<file path="config.mk">
export PLATFORM = sky130hd
export DESIGN_NAME = rounded_rect_pixel_shader
export DESIGN_NICKNAME = d
export VERILOG_FILES = /design/src/design/rrps_pkg.sv /design/src/design/rrps_corner.sv /design/src/design/rrps_geom.sv /design/src/design/rrps_cover.sv /design/src/design/rounded_rect_pixel_shader.sv
export SDC_FILE = /design/constraint.sdc
export NUM_CORES = 2
export LEC_CHECK = 0
export BUFFER_PORTS_ARGS = -buffer_cell sky130_fd_sc_hd__buf_2
export CORE_MARGIN = 5
export CORE_UTILIZATION = 55
export CTS_CLUSTER_SIZE = 40
export DETAILED_ROUTE_END_ITERATION = 6
export PLACE_DENSITY = 0.69
export SETUP_SLACK_MARGIN = 0.5
export SLEW_MARGIN = 20
export SYNTH_ARGS = -nofsm -noshare
export SYNTH_HDL_FRONTEND = slang
export SYNTH_HIERARCHICAL = 1
export SYNTH_SLANG_ARGS = --single-unit
</file>
<file path="constraint.sdc">
create_clock -name clk -period 18.9 [get_ports clk]
set_input_delay 2.835 -clock clk [delete_from_list [all_inputs] [get_ports clk]]
set_output_delay 2.835 -clock clk [all_outputs]
set_load 0.02 [all_outputs]
</file>
<file path="src/design/rrps_pkg.sv">
// ----------------------------------------------------------------------------
// rrps_pkg
// Shared types and constants for the rounded rectangle pixel shader.
// ----------------------------------------------------------------------------
package rrps_pkg;

    localparam int SCREEN_W   = 512;
    localparam int SCREEN_H   = 512;
    localparam int COLOR_BITS = 16;

    localparam logic [15:0] COLOR_MASK = 16'((32'd1 << COLOR_BITS) - 32'd1);

    // Local coordinate arithmetic width (covers -4095..4095 with margin)
    localparam int GW = 14;

    typedef enum logic [3:0] {
        REG_ORIGIN_X      = 4'd0,
        REG_ORIGIN_Y      = 4'd1,
        REG_RECT_WIDTH    = 4'd2,
        REG_RECT_HEIGHT   = 4'd3,
        REG_CORNER_RADIUS = 4'd4,
        REG_OUTLINE_WIDTH = 4'd5,
        REG_SHAPE_MODE    = 4'd6,
        REG_PAINT_COLORS  = 4'd7
    } cfg_reg_t;

    typedef enum logic [1:0] {
        MODE_FILL          = 2'd0,
        MODE_ROUND         = 2'd1,
        MODE_OUTLINE       = 2'd2,
        MODE_ROUND_OUTLINE = 2'd3
    } mode_t;

    typedef struct packed {
        logic [10:0] pixel_x;
        logic [10:0] pixel_y;
    } pixel_in_t;

    typedef struct packed {
        logic        paint;
        logic [17:0] fb_address;
        logic [15:0] pixel_color;
    } pixel_out_t;

    // Corner test: box flag and distance to nearest corner centre per axis
    typedef struct packed {
        logic        box;
        logic [10:0] dx;
        logic [10:0] dy;
    } corner_t;

    typedef struct packed {
        logic [17:0] addr;
        logic        in_rect;
        logic        on_border;
        mode_t       mode;
        corner_t     outer;
        logic        inner_in;
        corner_t     inner;
    } geom_t;

endpackage

</file>
<file path="src/design/rrps_corner.sv">
// ----------------------------------------------------------------------------
// rrps_corner
// Corner box detection and nearest corner centre distances for one rect.
// ----------------------------------------------------------------------------
module rrps_corner (
    input  logic signed [rrps_pkg::GW-1:0] lx,
    input  logic signed [rrps_pkg::GW-1:0] ly,
    input  logic signed [rrps_pkg::GW-1:0] w,
    input  logic signed [rrps_pkg::GW-1:0] h,
    input  logic signed [rrps_pkg::GW-1:0] r,
    output rrps_pkg::corner_t              corner
);

    logic signed [rrps_pkg::GW-1:0] wr;
    logic signed [rrps_pkg::GW-1:0] hr;
    logic signed [rrps_pkg::GW-1:0] ax0;
    logic signed [rrps_pkg::GW-1:0] ax1;
    logic signed [rrps_pkg::GW-1:0] ay0;
    logic signed [rrps_pkg::GW-1:0] ay1;
    logic signed [rrps_pkg::GW-1:0] dx_full;
    logic signed [rrps_pkg::GW-1:0] dy_full;
    logic                           near_x;
    logic                           near_y;

    function automatic logic signed [rrps_pkg::GW-1:0] abs_gw(
        input logic signed [rrps_pkg::GW-1:0] v
    );
        return v[rrps_pkg::GW-1] ? -v : v;
    endfunction

    always_comb
    begin
        wr     = w - r;
        hr     = h - r;
        near_x = (lx <= r) || (lx >= wr);
        near_y = (ly <= r) || (ly >= hr);
        ax0    = abs_gw(lx - r);
        ax1    = abs_gw(lx - wr);
        ay0    = abs_gw(ly - r);
        ay1    = abs_gw(ly - hr);
        // circles are separable per axis: the closest centre wins
        dx_full = (ax0 < ax1) ? ax0 : ax1;
        dy_full = (ay0 < ay1) ? ay0 : ay1;
        corner.box = near_x && near_y;
        corner.dx  = dx_full[10:0];
        corner.dy  = dy_full[10:0];
    end

endmodule

</file>
<file path="src/design/rrps_geom.sv">
// ----------------------------------------------------------------------------
// rrps_geom
// First shading stage: clip, local coordinates, rect and border tests,
// corner distances for the outer and inset rects, frame-buffer address.
// ----------------------------------------------------------------------------
module rrps_geom (
    input  rrps_pkg::pixel_in_t pixel,
    input  logic signed [11:0]  origin_x,
    input  logic signed [11:0]  origin_y,
    input  logic [10:0]         rect_width,
    input  logic [10:0]         rect_height,
    input  logic [9:0]          corner_radius,
    input  logic [9:0]          outline_width,
    input  rrps_pkg::mode_t     shape_mode,
    output rrps_pkg::geom_t     geom
);

    localparam int GW = rrps_pkg::GW;

    logic signed [GW-1:0] lx;
    logic signed [GW-1:0] ly;
    logic signed [GW-1:0] w;
    logic signed [GW-1:0] h;
    logic signed [GW-1:0] d;
    logic signed [GW-1:0] r_out;
    logic signed [GW-1:0] r_in;
    logic signed [GW-1:0] iw;
    logic signed [GW-1:0] ih;
    logic signed [GW-1:0] ix;
    logic signed [GW-1:0] iy;
    logic                 onscreen;
    logic [22:0]          addr_full;
    rrps_pkg::corner_t    outer_c;
    rrps_pkg::corner_t    inner_c;

    always_comb
    begin
        lx    = $signed({3'b0, pixel.pixel_x}) - $signed({{2{origin_x[11]}}, origin_x});
        ly    = $signed({3'b0, pixel.pixel_y}) - $signed({{2{origin_y[11]}}, origin_y});
        w     = $signed({3'b0, rect_width});
        h     = $signed({3'b0, rect_height});
        d     = $signed({4'b0, outline_width});
        r_out = $signed({4'b0, corner_radius});
        r_in  = $signed({5'b0, corner_radius[9:1]});
        iw    = w - (d <<< 1);
        ih    = h - (d <<< 1);
        ix    = lx - d;
        iy    = ly - d;

        onscreen = ({1'b0, pixel.pixel_x} < 12'(rrps_pkg::SCREEN_W)) &&
                   ({1'b0, pixel.pixel_y} < 12'(rrps_pkg::SCREEN_H));

        addr_full = 23'(pixel.pixel_y) * 23'(rrps_pkg::SCREEN_W) + 23'(pixel.pixel_x);

        geom.addr      = addr_full[17:0];
        geom.in_rect   = onscreen && !lx[GW-1] && !ly[GW-1] && (lx < w) && (ly < h);
        // right and bottom comparisons are strict
        geom.on_border = (lx < d) || (lx > w - d) || (ly < d) || (ly > h - d);
        geom.mode      = shape_mode;
        geom.outer     = outer_c;
        geom.inner_in  = !ix[GW-1] && !iy[GW-1] && (ix < iw) && (iy < ih);
        geom.inner     = inner_c;
    end

    rrps_corner u_outer (
        .lx     (lx),
        .ly     (ly),
        .w      (w),
        .h      (h),
        .r      (r_out),
        .corner (outer_c)
    );

    rrps_corner u_inner (
        .lx     (ix),
        .ly     (iy),
        .w      (iw),
        .h      (ih),
        .r      (r_in),
        .corner (inner_c)
    );

endmodule

</file>
<file path="src/design/rrps_cover.sv">
// ----------------------------------------------------------------------------
// rrps_cover
// Second shading stage: corner circle tests and mode select into the
// paint flag, address and colour of one result beat.
// ----------------------------------------------------------------------------
module rrps_cover (
    input  rrps_pkg::geom_t     geom,
    input  logic [9:0]          corner_radius,
    input  logic [31:0]         paint_colors,
    output rrps_pkg::pixel_out_t result
);

    logic [21:0] osq_x;
    logic [21:0] osq_y;
    logic [21:0] isq_x;
    logic [21:0] isq_y;
    logic [19:0] r_sq;
    logic [17:0] rh_sq;
    logic [22:0] o_sum;
    logic [22:0] i_sum;
    logic        outer_hit;
    logic        inner_hit;
    logic [15:0] fg;
    logic [15:0] bg;
    logic        hit;
    logic [15:0] color;

    always_comb
    begin
        osq_x = 22'(geom.outer.dx) * 22'(geom.outer.dx);
        osq_y = 22'(geom.outer.dy) * 22'(geom.outer.dy);
        isq_x = 22'(geom.inner.dx) * 22'(geom.inner.dx);
        isq_y = 22'(geom.inner.dy) * 22'(geom.inner.dy);
        r_sq  = 20'(corner_radius) * 20'(corner_radius);
        rh_sq = 18'(corner_radius[9:1]) * 18'(corner_radius[9:1]);
        o_sum = {1'b0, osq_x} + {1'b0, osq_y};
        i_sum = {1'b0, isq_x} + {1'b0, isq_y};

        outer_hit = !geom.outer.box || (o_sum <= 23'(r_sq));
        inner_hit = geom.inner_in && (!geom.inner.box || (i_sum <= 23'(rh_sq)));

        fg = paint_colors[31:16] & rrps_pkg::COLOR_MASK;
        bg = paint_colors[15:0] & rrps_pkg::COLOR_MASK;

        hit   = 1'b0;
        color = fg;
        case (geom.mode)
            rrps_pkg::MODE_FILL:    hit = geom.in_rect;
            rrps_pkg::MODE_ROUND:   hit = geom.in_rect && outer_hit;
            rrps_pkg::MODE_OUTLINE: hit = geom.in_rect && geom.on_border;
            default:
            begin
                // inset rect in background wins over outer shape
                if (inner_hit)
                begin
                    hit   = geom.in_rect;
                    color = bg;
                end
                else
                begin
                    hit = geom.in_rect && outer_hit;
                end
            end
        endcase

        result.paint       = hit;
        result.fb_address  = hit ? geom.addr : 18'd0;
        result.pixel_color = hit ? color : 16'd0;
    end

endmodule

</file>
<file path="src/design/rounded_rect_pixel_shader.sv">
// ----------------------------------------------------------------------------
// rounded_rect_pixel_shader
// Per-pixel coverage and colour for one configured (rounded) rectangle.
// ----------------------------------------------------------------------------
//   channel   dir   handshake                  payload
//   pixel     in    pixel_valid/pixel_ready    pixel_in_t  (x, y)
//   result    out   result_valid/result_ready  pixel_out_t (paint, addr, color)
//   cfg       in    cfg_valid/cfg_ready        cfg_index, cfg_data
//
// One pixel per clock unless backpressure stalls the pipe. The pixel beat
// loads the input register, then the geometry register and then the result
// register, which presents the result beat. Backpressure on result_ready
// reaches pixel_ready in the same cycle; empty stages keep filling, so
// pixel_ready drops only when all three stages hold beats and result_ready
// is low.
// Reset clears the stage valids and the register set to zero; cfg_ready is
// always high. Indexes beyond the register list are ignored.
// ----------------------------------------------------------------------------
module rounded_rect_pixel_shader (
    input  logic                 clk,
    input  logic                 rst_n,
    input  logic                 pixel_valid,
    output logic                 pixel_ready,
    input  rrps_pkg::pixel_in_t  pixel,
    output logic                 result_valid,
    input  logic                 result_ready,
    output rrps_pkg::pixel_out_t result,
    input  logic                 cfg_valid,
    output logic                 cfg_ready,
    input  logic [3:0]           cfg_index,
    input  logic [31:0]          cfg_data
);

    logic signed [11:0]   origin_x_reg;
    logic signed [11:0]   origin_y_reg;
    logic [10:0]          rect_width_reg;
    logic [10:0]          rect_height_reg;
    logic [9:0]           corner_radius_reg;
    logic [9:0]           outline_width_reg;
    rrps_pkg::mode_t      shape_mode_reg;
    logic [31:0]          paint_colors_reg;

    logic                 s1_valid_reg;
    rrps_pkg::pixel_in_t  s1_pixel_reg;
    logic                 s2_valid_reg;
    rrps_pkg::geom_t      s2_geom_reg;
    rrps_pkg::geom_t      s2_geom_next;
    logic                 s3_valid_reg;
    rrps_pkg::pixel_out_t s3_result_reg;
    rrps_pkg::pixel_out_t s3_result_next;

    logic                 s1_ready;
    logic                 s2_ready;
    logic                 s3_ready;

    assign cfg_ready = 1'b1;

    always_ff @(posedge clk or negedge rst_n)
    begin
        if (!rst_n)
        begin
            origin_x_reg      <= '0;
            origin_y_reg      <= '0;
            rect_width_reg    <= '0;
            rect_height_reg   <= '0;
            corner_radius_reg <= '0;
            outline_width_reg <= '0;
            shape_mode_reg    <= rrps_pkg::MODE_FILL;
            paint_colors_reg  <= '0;
        end
        else if (cfg_valid)
        begin
            unique case (cfg_index)
                rrps_pkg::REG_ORIGIN_X:      origin_x_reg      <= cfg_data[11:0];
                rrps_pkg::REG_ORIGIN_Y:      origin_y_reg      <= cfg_data[11:0];
                rrps_pkg::REG_RECT_WIDTH:    rect_width_reg    <= cfg_data[10:0];
                rrps_pkg::REG_RECT_HEIGHT:   rect_height_reg   <= cfg_data[10:0];
                rrps_pkg::REG_CORNER_RADIUS: corner_radius_reg <= cfg_data[9:0];
                rrps_pkg::REG_OUTLINE_WIDTH: outline_width_reg <= cfg_data[9:0];
                rrps_pkg::REG_SHAPE_MODE:
                    shape_mode_reg <= rrps_pkg::mode_t'(cfg_data[1:0]);
                rrps_pkg::REG_PAINT_COLORS:  paint_colors_reg  <= cfg_data;
                default: ;
            endcase
        end
    end

    // a stage takes a beat when it is empty or its own beat moves on
    assign s3_ready    = !s3_valid_reg || result_ready;
    assign s2_ready    = !s2_valid_reg || s3_ready;
    assign s1_ready    = !s1_valid_reg || s2_ready;
    assign pixel_ready = s1_ready;

    always_ff @(posedge clk or negedge rst_n)
    begin
        if (!rst_n)
        begin
            s1_valid_reg <= 1'b0;
            s2_valid_reg <= 1'b0;
            s3_valid_reg <= 1'b0;
        end
        else
        begin
            if (s1_ready)
            begin
                s1_valid_reg <= pixel_valid;
            end
            if (s2_ready)
            begin
                s2_valid_reg <= s1_valid_reg;
            end
            if (s3_ready)
            begin
                s3_valid_reg <= s2_valid_reg;
            end
        end
    end

    always_ff @(posedge clk)
    begin
        if (s1_ready)
        begin
            s1_pixel_reg <= pixel;
        end
        if (s2_ready)
        begin
            s2_geom_reg <= s2_geom_next;
        end
        if (s3_ready)
        begin
            s3_result_reg <= s3_result_next;
        end
    end

    rrps_geom u_geom (
        .pixel         (s1_pixel_reg),
        .origin_x      (origin_x_reg),
        .origin_y      (origin_y_reg),
        .rect_width    (rect_width_reg),
        .rect_height   (rect_height_reg),
        .corner_radius (corner_radius_reg),
        .outline_width (outline_width_reg),
        .shape_mode    (shape_mode_reg),
        .geom          (s2_geom_next)
    );

    rrps_cover u_cover (
        .geom          (s2_geom_reg),
        .corner_radius (corner_radius_reg),
        .paint_colors  (paint_colors_reg),
        .result        (s3_result_next)
    );

    assign result_valid = s3_valid_reg;
    assign result       = s3_result_reg;

    a_unpainted_zero: assert property (@(posedge clk) disable iff (!rst_n)
        result_valid && !result.paint |-> result.fb_address == 18'd0 &&
                                          result.pixel_color == 16'd0)
        else $error("unpainted beat carries nonzero address or colour");

    a_color_source: assert property (@(posedge clk) disable iff (!rst_n)
        result_valid && result.paint |->
            result.pixel_color == (paint_colors_reg[31:16] & rrps_pkg::COLOR_MASK) ||
            result.pixel_color == (paint_colors_reg[15:0] & rrps_pkg::COLOR_MASK))
        else $error("painted colour is neither foreground nor background");

    a_pixel_enters: assert property (@(posedge clk) disable iff (!rst_n)
        pixel_valid && pixel_ready |=> s1_valid_reg)
        else $error("accepted pixel beat not held in input stage");

    a_stage_drains: assert property (@(posedge clk) disable iff (!rst_n)
        result_valid && result_ready && !s2_valid_reg |=> !result_valid)
        else $error("result beat repeated after hand-off");

endmodule

</file>
==> impl_metrics.env <==
export IMPL_start_util_pct=55.35
export IMPL_slew_viol_final=0
export IMPL_root_buffer="clkbuf_16"
export IMPL_synth_area_um2=44440
export IMPL_fmaxAchievable_mhz=114.9
export IMPL_hp_class="flop to flop"
export IMPL_netlist_instances=4938
export IMPL_grt_ovfl_total=0
export IMPL_worst_slew_pin_slew_ns=1.022
export IMPL_finalCritPeriodShare_pct=46.03
export IMPL_crit_top_cell="fa_1"
export IMPL_cp_max_fo=35
export IMPL_drive_gt1_share_pct=7.782
export IMPL_postCtsResizedCells=0
export IMPL_slowest_delay_ns=0.63
export IMPL_largest_reg_flops=69
export IMPL_synthDistinctLibCells=112
export IMPL_rsz0062_at_grt="false"
export IMPL_post_place_ws_ns=10.27
export IMPL_period_needed_ns=8.700
export IMPL_antenna_left=0
export IMPL_row_count=104
export IMPL_die_y_um=294.2
export IMPL_wl_um=110300
export IMPL_reg2reg_depth=31
export IMPL_r2r_start="s2_geom_reg[12]"
export IMPL_grt_usage_pct=25.31
export IMPL_final_common_cell="inv_1"
export IMPL_netlist_top_cells_area="ha_1 (19%), fa_1 (19%), edfxtp_1 (8.5%), inv_1 (7.2%), dfrtp_1 (5.8%)"
export IMPL_hpwl_um=91590
export IMPL_drt_iter0_markers=2074
export IMPL_antenna_found_initial=4
export IMPL_synth_top_area_share_pct=19.17
export IMPL_clk_pin_slew_worst_paths_ns=0.06
export IMPL_cts_max_path_buffers=3
export IMPL_avgSynthCellArea_um2=8.999
export IMPL_ys_seq_area_share_pct=14.31
export IMPL_ys_flop_type="edfxtp_1"
export IMPL_slowest_stage="edfxtp_1"
export IMPL_relSlewSlack_pct=31.33
export IMPL_setup_violations_final=0
export IMPL_whs_ns=0.4685
export IMPL_clkSinkCount=229
export IMPL_die_area_um2=86580
export IMPL_grt_max_degree=64
export IMPL_postCtsSetupBuffers=0
export IMPL_crit_arrival_ns=9.13
export IMPL_viasPerCell=5.703
export IMPL_insertion_delay_ns=0.60
export IMPL_whs_path_depth=0
export IMPL_dieWidth_um=294.2
export IMPL_min_to="s2_geom_reg[51]"
export IMPL_rrSetupSlack_ns=10.20
export IMPL_syn2layout_area_growth_pct=5.724
export IMPL_stdcell_area_um2=46980
export IMPL_min_from="s1_pixel_reg[11]"
export IMPL_io_pins=101
export IMPL_grt_pass1_wl_um=179500
export IMPL_cts_max_level=1
export IMPL_fin_setup_tns_ns=0
export IMPL_yosysWarnings=6
export IMPL_finalHoldViolations=0
export IMPL_async_flop_share_pct=44.98
export IMPL_cts_tree="yes"
export IMPL_critPathRequiredTime_ns=19.33
export IMPL_coreArea_um2=80290
export IMPL_yosys_area_top_type="ha_1"
export IMPL_num_vias=34780
export IMPL_routabilityCongestion=0.9421
export IMPL_fin_ws_ns=10.20
export IMPL_ys_seq_elements=229
export IMPL_finClkSkew_ns=0.03253
export IMPL_maxCapViolations=0
export IMPL_dpl_cell_area_um2=46090
export IMPL_crit_type="flop to flop"
export IMPL_timing_rr_end="result[33]"
export IMPL_worstSetupEndpointType="flop"
export IMPL_status="finished, final reports clean"
export IMPL_drt_first_pass_iters=6
export IMPL_synth_edf_count=126
export IMPL_grt_pass1_vias=35200
export IMPL_io_buffers=99
export IMPL_cts_buffers=27
export IMPL_nNetsFinal=6175
export IMPL_final_cell_mix="inv_1 (848), ha_1 (681), fa_1 (415)"
export IMPL_cp_start_kind="flop"
export IMPL_wl_per_cell_um=18.08
export IMPL_cts_hold_buf=0
export IMPL_drc=0
==> worst max-delay path, delay by kind of cell (launching register included) <==
family                   cells  cell delay [ns]
AO/OA/AOI/OAI                8             1.43
XOR/XNOR                     1             0.15
adder cells (fa/ha/maj)      9             4.25
buffers and inverters        6             0.73
flip-flops                   1             0.63
AND/OR/NAND/NOR              7             1.29
==> cell type report <==
class                   count  area [µm²]
inverters                 849        3187
well taps                1060        1326
diodes                      1       2.502
fillers                  7158       33310
repair buffers            134       760.7
clock inverters            17       166.4
multi-input cells        3775       34460
flip-flops and latches    229        6361
clock buffers              33       718.2
==> synthesized netlist by cell type (91+ instances only) <==
cell and instances:
fa_1 415, dfrtp_1 103, xor2_1 149, a21oi_1 222, xnor2_1 208, nand2_1 272
o21ai_0 131, and2_1 182, ha_1 681, edfxtp_1 126, nand3_1 92, mux2_2 102
inv_1 848, nor3_1 91, nor2_1 233
==> metal layers <==
layer / GRT usage (%) / part of all wire [%] / vias up
li1: - / - / 16920
met1: 32.86 / 43 / 16830
met2: 45.50 / 49 / 819
met3: 2.475 / 4.5 / 209
met4: 6.416 / 3.0 / 2
met5: 0 / 0.012 / -
==> through the flow <==
| stage | std cells | util (%) |
|---|---|---|
| 2_1_floorplan | 4956 | - |
| 3_3_place_gp | 6047 | 57.41 |
| 3_5_place_dp | 6047 | 57.41 |
| 4_1_cts | 6097 | 58.51 |
| 5_1_grt | 6098 | 58.52 |
| 6_report | 6098 | 58.52 |
==> logic make-up (layout without fill, tap and decap cells) <==
kind of cell	after synthesis	count (layout)	share of synthesized area (%)
AO/OA/AOI/OAI	881	881	13.67
XOR/XNOR	357	357	7.036
adder cells (fa/ha/maj)	1096	1096	37.87
buffers and inverters	952	1033	8.315
flip-flops	229	229	14.31
multiplexers	164	164	3.990
other	2	21	0.01690
AND/OR/NAND/NOR	1257	1257	14.79
==> worst max-delay path by stage <==
| stage | from | end | depth (start not counted) |
|---|---|---|---|
| floorplan | s2_geom_reg[0] | result[5] | 30 |
| global placement | s2_geom_reg[12] | result[10] | 30 |
| detailed placement | s2_geom_reg[12] | result[12] | 31 |
| CTS | s2_geom_reg[12] | result[9] | 31 |
| global route | s2_geom_reg[12] | result[3] | 31 |
| finish | s2_geom_reg[12] | result[33] | 31 |
Power is left out: the tool's default activity adds up to more than one toggle a clock period on the data nets, which glitch-free logic cannot reach.
